**config.mk**
```make
export PLATFORM = sky130hd
export DESIGN_NAME = dtn_ctrl
export DESIGN_NICKNAME = d
export VERILOG_FILES = /design/src/dtn_pkg.sv /design/src/dtn_ctrl.sv
export SDC_FILE = /design/constraint.sdc
export NUM_CORES = 1
export LEC_CHECK = 0
export ABC_AREA = 1
export BUFFER_PORTS_ARGS = -buffer_cell sky130_fd_sc_hd__buf_2
export CORE_AREA = 5 5 42 44
export DETAILED_ROUTE_END_ITERATION = 8
export DIE_AREA = 0 0 47 49
export PLACE_DENSITY = 0.36
export SYNTH_ARGS = -nofsm -noshare
export SYNTH_HDL_FRONTEND = slang
export SYNTH_SLANG_ARGS = --single-unit
```
**constraint.sdc**
```tcl
create_clock -name clk -period 2.1 [get_ports clk]
set_input_delay 0.105 -clock clk [delete_from_list [all_inputs] [get_ports clk]]
set_output_delay 0.105 -clock clk [all_outputs]
set_load 0.005 [all_outputs]
```
**src/dtn_pkg.sv**
```systemverilog
// ----------------------------------------------------------------------------
// dtn_pkg
// Shared widths, control types and constants for the dual top-N tracker.
// ----------------------------------------------------------------------------
package dtn_pkg;

    localparam int SCORE_W   = 15;   // score field, unsigned fixed point 7.8
    localparam int TAG_W     = 16;   // tag field on the ports
    localparam int CNT_W     = 6;    // fill counts, rank, top_count
    localparam int IN_DATA_W  = 32;  // score + tag, padded to bytes
    localparam int OUT_DATA_W = 40;  // rank + score + tag, padded to bytes

    localparam logic [CNT_W-1:0] TOP_COUNT_RST = 6'd10;

    localparam logic LIST_LOW  = 1'b0;
    localparam logic LIST_HIGH = 1'b1;

    typedef enum logic [2:0] {
        ST_IDLE    = 3'b001,
        ST_RD_LOW  = 3'b010,
        ST_RD_HIGH = 3'b100
    } dtn_state_t;

    // controller -> datapath
    typedef struct packed {
        logic ins;       // insert accepted item into both lists
        logic cnt_clr;   // restart readout counter
        logic rd_low;    // load one low-list beat into the output register
        logic rd_high;   // load one high-list beat into the output register
        logic clr_fill;  // empty both lists
    } dtn_cmd_t;

    // datapath -> controller
    typedef struct packed {
        logic low_done;  // readout counter reached low fill
        logic high_done; // readout counter reached high fill
        logic out_free;  // output register can take a beat this cycle
    } dtn_stat_t;

endpackage

```
**src/dtn_ctrl.sv**
```systemverilog
// ----------------------------------------------------------------------------
// dtn_ctrl
// Sequencer: accepts items, then walks the low and high lists on readout.
// ----------------------------------------------------------------------------
module dtn_ctrl
    import dtn_pkg::*;
(
    input  logic      clk,
    input  logic      rst_n,
    input  logic      s_tvalid,
    input  logic      s_tlast,
    output logic      s_tready,
    input  dtn_stat_t stat,
    output dtn_cmd_t  cmd
);

    dtn_state_t state_reg;
    dtn_state_t state_next;

    always_ff @(posedge clk or negedge rst_n)
    begin
        if (!rst_n)
        begin
            state_reg <= ST_IDLE;
        end
        else
        begin
            state_reg <= state_next;
        end
    end

    always_comb
    begin
        state_next = state_reg;
        cmd        = '0;
        s_tready   = 1'b0;
        case (state_reg)
            ST_IDLE:
            begin
                s_tready = 1'b1;
                if (s_tvalid)
                begin
                    cmd.ins = 1'b1;
                    if (s_tlast)
                    begin
                        cmd.cnt_clr = 1'b1;
                        state_next  = ST_RD_LOW;
                    end
                end
            end
            ST_RD_LOW:
            begin
                if (stat.low_done)
                begin
                    cmd.cnt_clr = 1'b1;
                    state_next  = ST_RD_HIGH;
                end
                else if (stat.out_free)
                begin
                    cmd.rd_low = 1'b1;
                end
            end
            ST_RD_HIGH:
            begin
                if (stat.high_done)
                begin
                    cmd.clr_fill = 1'b1;
                    state_next   = ST_IDLE;
                end
                else if (stat.out_free)
                begin
                    cmd.rd_high = 1'b1;
                end
            end
            default:
            begin
                state_next = ST_IDLE;
            end
        endcase
    end

endmodule

```
==> results.json <==
{
  "outcome": "finished, final reports clean",
  "yosysTopAreaCell": "dfrtp_1",
  "fp.dieW_um": 47,
  "drt_iter0_drc": 0,
  "postCtsHoldBufs": 1,
  "synth_top_cell_area_share": 0.244,
  "worstHoldStart": "s_tlast",
  "criticalPathCategory": "flop to output port",
  "place.detailed.hpwl_um": 461,
  "rows": 14,
  "r2r_start": "state_reg[0]$_DFFE_PN1P_",
  "synth_nets": 35,
  "r2r_setup_slack_ns": 1.13,
  "critPathSlowestCell": "dfstp_2",
  "fin_skew_ns": 0.000824,
  "worst_setup_path_end_kind": "output port",
  "slew_headroom": 0.845,
  "leakage_nw": 0.187,
  "synth_area_leaders": "dfrtp_1, dfstp_2, nor3_4, inv_1, nand2_1",
  "r2r_cells": 4,
  "grt_max_degree": 7,
  "yosysUniqueCellTypes": 14,
  "drive_gt1_frac": 0.489,
  "internal-power_w": 0.000208,
  "ys.flop_type": "dfrtp_1",
  "dr.pass1.iters": 1,
  "wl_per_cell_um": 8.92,
  "track_usage": 0.0607,
  "path_cells": "inv_2 -> nor3_4 -> nand2_2 -> o21ai_1 -> buf_2",
  "drc": 0,
  "insertion_delay_ns": 0.23,
  "cts_sinks": 3,
  "synth_edf_count": 0,
  "critPathArrivalTime_ns": 1.28,
  "cts.clk_slew.worst_paths_ns": 0.04,
  "setup_violations": 0,
  "seq_area_frac_synth": 0.372,
  "syn_area_per_cell_sq_um": 7.33,
  "cts_buffers": 3,
  "power.share.clock": 0.306,
  "htree_levels": 1,
  "area_delta_synth_final_pct": 56.7,
  "initial_core_util": 0.146,
  "powerDensity_nw_per_um2": 1020,
  "period_share": 0.659,
  "ir_worst_vdd_mv": 0.433,
  "die_h_um": 49,
  "coreArea_sq_um": 1400,
  "synth.cell_area_sq_um": 205,
  "totalWireLength_um": 544,
  "first_global_vias": 237,
  "cts_root_buf": "clkbuf_4",
  "worst_slew_pin_slew_ns": 0.230,
  "portBuffers": 12,
  "hold_class": "input port to flop",
  "vias": 232,
  "setup_tns_ns": 0,
  "cts_tree": "built",
  "whs_path_depth": 4,
  "r2r-end": "state_reg[0]$_DFFE_PN1P_",
  "final_area_sq_um": 322,
  "p_sw_w": 0.000121,
  "grt_pass1_wl_um": 966,
  "crit_required_ns": 2.00,
  "fin_util": 0.229,
  "rsz0062_at_grt": "false",
  "fin_crit_ns": 1.38,
  "crit_path_start_kind": "flop",
  "antenna_cells": 0,
  "p_seq_frac": 0.312,
  "fill_cells": 177,
  "post_cts_buffers": 0,
  "gp_congestion": 0.706,
  "grt-ovfl-total": 0,
  "pin_count": 13,
  "antenna_found_initial": 0,
  "num-nets-final": 53,
  "critPathMaxFanout": 4,
  "pwr-share-comb": 0.382,
  "ant_nets": 0,
  "hold_end": "state_reg[0]$_DFFE_PN1P_",
  "synth-async-reset-ratio": 1.00,
  "switching_share": 0.368,
  "via_per_inst": 3.80,
  "synth_common_cells": "inv_1, nand2_1, nor2_1, inv_2",
  "cts_buffer_depth": 2,
  "ys_seq_elements": 3,
  "largest_reg_flops": 3,
  "cap_violations": 0,
  "place_area_sq_um": 285,
  "slew_viol_final": 0,
  "die_area_sq_um": 2300,
  "timing.fmax_mhz": 723,
  "seq_area_sq_um": 76.3,
  "ctsResizeCount": 0,
  "yosys_warnings": 0,
  "hold_viol_final": 0,
  "netlist_instances": 28,
  "multi_input_area_sq_um": 103,
  "cpPeakStageDelay_ns": 0.55
}
==> logic make-up after synthesis <==
family                 after synthesis  share of synthesized area
AOI/OAI and AO/OA                    2                     0.0488
and+or+nand+nor                     16                      0.451
DFF                                  3                      0.372
buffers and inverters                7                      0.128
==> through the flow <==
step                      hold WS, ns  setup WS (ns)  std cells  total power [W]
after floorplan                -0.191           1.10         28         0.000183
after global placement        -0.0965          0.970         56         0.000232
after detailed placement      -0.0974          0.953         56         0.000230
after CTS                       0.144          0.698         61         0.000339
after global routing            0.161          0.644         61         0.000363
final                           0.144          0.716         61         0.000328
==> power by group through the flow <==
stage | Combinational (W) | Clock (W) | Sequential (W)
finish | 0.000125 | 0.000101 | 0.000102
global route | 0.000145 | 0.000112 | 0.000107
CTS | 0.000129 | 0.000108 | 0.000102
detailed placement | 0.000127 | 0 | 0.000103
global placement | 0.000128 | 0 | 0.000104
floorplan | 0.0000834 | 0 | 0.000100
==> routing by layer <==
layer | vias up | global-route usage | share of wire
met5 | - | 0 | 0
met4 | 0 | 0.0691 | 0
met3 | 0 | 0.0111 | 0.024
met2 | 3 | 0.0928 | 0.59
met1 | 106 | 0.0599 | 0.39
li1 | 123 | - | -
==> layout by cell type, fill, tap and decap left out, drive strengths merged <==
master        n
nand4         1
dlygate4sd3   1
nor4          1
inv           7
nand2         5
nand3b        1
dfstp         1
buf          12
o21ai         2
nand3         3
nor2          4
nor3          1
dfrtp         2
clkbuf        4
==> critical path, delay by kind of cell, from the launching register on <==
| family | cells | cell delay (ns) |
|---|---|---|
| AOI/OAI and AO/OA | 1 | 0.08 |
| DFF | 1 | 0.55 |
| buffers and inverters | 2 | 0.19 |
| and+or+nand+nor | 2 | 0.23 |
==> area by class of cell <==
class | count | share of cell area
tap | 16 | 0.0623
timing repair buffer | 13 | 0.218
inverter | 7 | 0.0817
sequential | 3 | 0.237
multi-input combinational | 18 | 0.319
clock buffer | 4 | 0.0817
==> worst max-delay path by stage <==
stage,end,slack (ns),startpoint,depth (start not counted)
floorplan,cmd[3],1.10,state_reg[0]$_DFFE_PN1P_,4
global placement,cmd[3],0.97,state_reg[0]$_DFFE_PN1P_,5
detailed placement,cmd[3],0.95,state_reg[0]$_DFFE_PN1P_,5
CTS,cmd[3],0.70,state_reg[0]$_DFFE_PN1P_,5
global route,cmd[3],0.64,state_reg[0]$_DFFE_PN1P_,5
finish,cmd[3],0.72,state_reg[0]$_DFFE_PN1P_,5
(Power assumes the default switching activity.)
